`config.mk`:
```
export PLATFORM = sky130hd
export DESIGN_NAME = mt16_temper
export DESIGN_NICKNAME = d
export VERILOG_FILES = /design/src/rtl/core/mt16_pkg.sv /design/src/rtl/core/mt16_temper.sv
export SDC_FILE = /design/constraint.sdc
export NUM_CORES = 1
export LEC_CHECK = 0
export ABC_CLOCK_PERIOD_IN_PS = 2000
export BUFFER_PORTS_ARGS = -buffer_cell sky130_fd_sc_hd__buf_2
export CORE_AREA = 4 4 41 43
export DETAILED_ROUTE_END_ITERATION = 10
export DIE_AREA = 0 0 45 47
export PLACE_DENSITY_LB_ADDON = 0.05
export SLEW_MARGIN = 20
export SYNTH_ARGS = -nofsm -noshare
export SYNTH_HDL_FRONTEND = slang
export SYNTH_SLANG_ARGS = --single-unit
```
`constraint.sdc`:
```
create_clock -name vclk -period 2
set_input_delay 0.3 -clock vclk [all_inputs]
set_output_delay 0.3 -clock vclk [all_outputs]
set_load 0.01 [all_outputs]
```
`src/rtl/core/mt16_pkg.sv`:
```
// Shared constants and types for the 16-bit Mersenne Twister generator.
`default_nettype none
package mt16_pkg;

	localparam int WORD_W          = 16;
	localparam int STATE_WORDS_DEF = 312;
	localparam int TWIST_OFFSET    = 197;

	localparam logic [WORD_W-1:0] TWIST_CONST  = 16'h98BF;
	localparam logic [8:0]        SEED_MULT    = 9'd269;
	localparam logic [WORD_W-1:0] DEFAULT_SEED = 16'd2176;
	localparam logic [WORD_W-1:0] TEMPER_B     = 16'h9D60;
	localparam logic [WORD_W-1:0] TEMPER_C     = 16'hEC00;
	localparam logic [WORD_W-1:0] HIGH_MASK    = 16'h8000;
	localparam logic [WORD_W-1:0] LOW_MASK     = 16'h7FFF;

	typedef enum logic {
		CMD_SEED = 1'b0,
		CMD_DRAW = 1'b1
	} cmd_t;

endpackage
`default_nettype wire

```
`src/rtl/core/mt16_temper.sv`:
```
// Output tempering of one 16-bit state word.
`default_nettype none
module mt16_temper (
	input  wire logic [mt16_pkg::WORD_W-1:0] word_in,
	output logic      [mt16_pkg::WORD_W-1:0] word_out
);
	import mt16_pkg::*;

	logic [WORD_W-1:0] y1, y2, y3;

	always_comb begin
		y1       = word_in ^ (word_in >> 6);
		y2       = y1 ^ ((y1 << 3) & TEMPER_B);
		y3       = y2 ^ ((y2 << 7) & TEMPER_C);
		word_out = y3 ^ (y3 >> 9);
	end

endmodule
`default_nettype wire

```
## Word level (Yosys, flattened, before mapping)

Index checks and enable logic that the tools add are counted.

| storage, ports and cells | value |
|---|---|
| register bits after elaboration | 0 |

| cells by class | value |
|---|---|
| bitwise operators | 4 |

Operators with widths:

| operator | number |
|---|---|
| $xor A16 B16 Y16 | 2 |
| $xor A16 B10 Y16 | 1 |
| $xor A16 B7 Y16 | 1 |

## Logic depth before layout (Yosys ltp)

| logic depth | value |
|---|---|
| depth after elaboration | 4 |
| depth in mapped cells | 3 |

## Worst setup path before layout

No wires, ideal clock.

| timing | value |
|---|---|
| path type | in2out |
| from | input port word_in[14] (netlist name) |
| to | output port word_out[6] (netlist name) |
| arrival time | 1.463 ns |
| data required time | 1.700 ns |
| setup slack | 0.237 ns |
| cell stages on the path | 3 |
| buffers on the path | 0 |
| cells stage by stage | xnor3_2 -> xnor2_4 -> xnor3_1 |

| between the ends | value |
|---|---|
| longest elaborated chain between the ends | 4 |

Ends and longest elaborated chain:

| element | RTL line | RTL |
|---|---|---|
| start, declared | mt16_temper.sv:4 | `input wire logic [mt16_pkg::WORD_W-1:0] word_in,` |
| $xor A16 B10 Y16 | mt16_temper.sv:12 | `y1 = word_in ^ (word_in >> 6);` |
| $xor A16 B16 Y16 | mt16_temper.sv:13 | `y2 = y1 ^ ((y1 << 3) & TEMPER_B);` |
| $xor A16 B16 Y16 | mt16_temper.sv:14 | `y3 = y2 ^ ((y2 << 7) & TEMPER_C);` |
| $xor A16 B7 Y16 | mt16_temper.sv:15 | `word_out = y3 ^ (y3 >> 9);` |
| end, declared | mt16_temper.sv:5 | `output logic [mt16_pkg::WORD_W-1:0] word_out` |

Every way passes these cells.

## Worst setup path after layout

Same ends and word-level chain as after synthesis.

==> qor.txt <==
Status = complete, no violations
Seq_cells = 0
# DRC = 0
RSZ-0062 raised after global routing = false
Commonest non-fill, non-tap cells in the layout = buf_2, xnor2_1, xor2_1
Average cell area after synthesis = 10.2 µm²
Antenna-violating nets left = 0
CP dominant cell by count = buf_2
Ports = 32
Worst-path cell chain = buf_2 -> xnor3_2 -> xnor2_4 -> xnor3_1 -> buf_2
Initial antenna violation count = 0
Startpoint Class = input port
Endpoint class of the critical path = output port
Syn Std Cell Area = 305 µm²
Placed inst area = 514 µm²
I/O Buffers = 32
Syn_nets = 46
Global-route wire length before repair = 1100 µm
Final period utilization = 0.927
Gpl congestion = 0.597
CORE AREA = 0.00130 mm²
Post-Synthesis Cells = 30
DR pass1 iterations = 1
Max Transition Viols Final = 0
PostCTS Resize Cnt = 0
VDD IR max = 0.218 mV
Worst Setup Path Type = input port to output port
Leakage = 0.000262 µW
Worst Path Required = 1.70 ns
Max stage delay on crit path = 0.47 ns
# setup viols final = 0
Commonest non-fill, non-tap cell in the layout = buf_2
Final HPWL DP = 683 µm
Min cycle time layout = 1.85 ns
Initial Util = 0.235
Share of post-route cells with drive strength above 1 = 0.576
Hold_buf cts = 0
Global Route Usage Sum = 0.0639
Register area share after synthesis = 0
Tightest Pin Transition = 0.350 ns
Wire per inst = 8.56 µm
Routed wire length = 693 µm
Layout fillers = 146
Setup TNS = 0 ns
DRT iter0 DRCs = 0
Area grow syn2layout = 68.4%
Final instance area = 514 µm²
Die span in y = 47 µm
FMAX = 539 MHz
Yosys cell types = 6
Fin nets = 84
Total area of sequential cells = 0 µm²
Pwr dens = 596 mW/mm²
Clkbuf count = 0
Worst Path Arrival = 1.55 ns
Global route total overflow = 0
Worst slew margin = 0.765
Total setup buffers inserted after CTS = 0
Max Cap Viol = 0
Via/cell ratio = 3.85
Die X = 45 µm
CP max stage cell = xnor3_2
Pin count of the biggest net entering global routing = 5
Yosys warns = 0
Die area = 0.00212 mm²
Antenna Diode Count = 0
Worst-path fanout max = 2
Row Count = 13
Final Hold Viols = 0
Hold Path Class = input port to output port
Vias in the first global route = 289
Vias = 312
==> where the power goes <==
| group | switching (µW) | internal [µW] | total (µW) |
|---|---|---|---|
| sequential | 0 | 0 | 0 |
| combinational | 140 | 166 | 307 |
| clock | 0 | 0 | 0 |
==> per-layer routing <==
layer	track usage	vias to the layer above	wire length, µm
met5	0	-	0
met4	0	0	0
met3	0.00383	0	103
met2	0.127	17	361
met1	0.0794	132	228
li1	-	163	-
==> cell type report <==
cell class         instances  area, µm²  share of cell area
multi-input cells         29        302               0.586
repair buffers            36        190               0.370
well taps                 15       18.8              0.0365
inverters                  1       3.75             0.00730
==> cell usage after synthesis <==
cell type	instances	area share
xnor3_2	1	0.078
xnor2_1	18	0.52
inv_1	1	0.012
xor2_1	8	0.23
xnor3_1	1	0.074
xnor2_4	1	0.090
==> stage by stage <==
step	hold WS [ns]	total power, µW	worst slack, ns	utilization	cells
after floorplan	0.680	186	0.237	-	30
after CTS	0.870	314	0.134	0.395	81
after global routing	0.887	335	0.0724	0.395	81
after global placement	0.866	314	0.141	0.395	81
after detailed placement	0.867	313	0.135	0.395	81
final	0.870	307	0.146	0.395	81
==> critical path, delay by kind of cell <==
| family | cells | cell delay [ns] |
|---|---|---|
| buffers and inverters | 2 | 0.24 |
| XOR/XNOR | 3 | 1.01 |
==> cell families after synthesis <==
kind of cell	count (synthesis)	share of synthesized area
XOR/XNOR	29	0.988
buffers and inverters	1	0.0123
==> worst paths after layout <==
check | startpoint | depth (start not counted) | slack [ns] | to
worst max-delay path | word_in[14] | 5 | 0.15 | word_out[6]
worst min-delay path | word_in[1] | 3 | 0.87 | word_out[1]
Power figures use the tool's default switching activity.
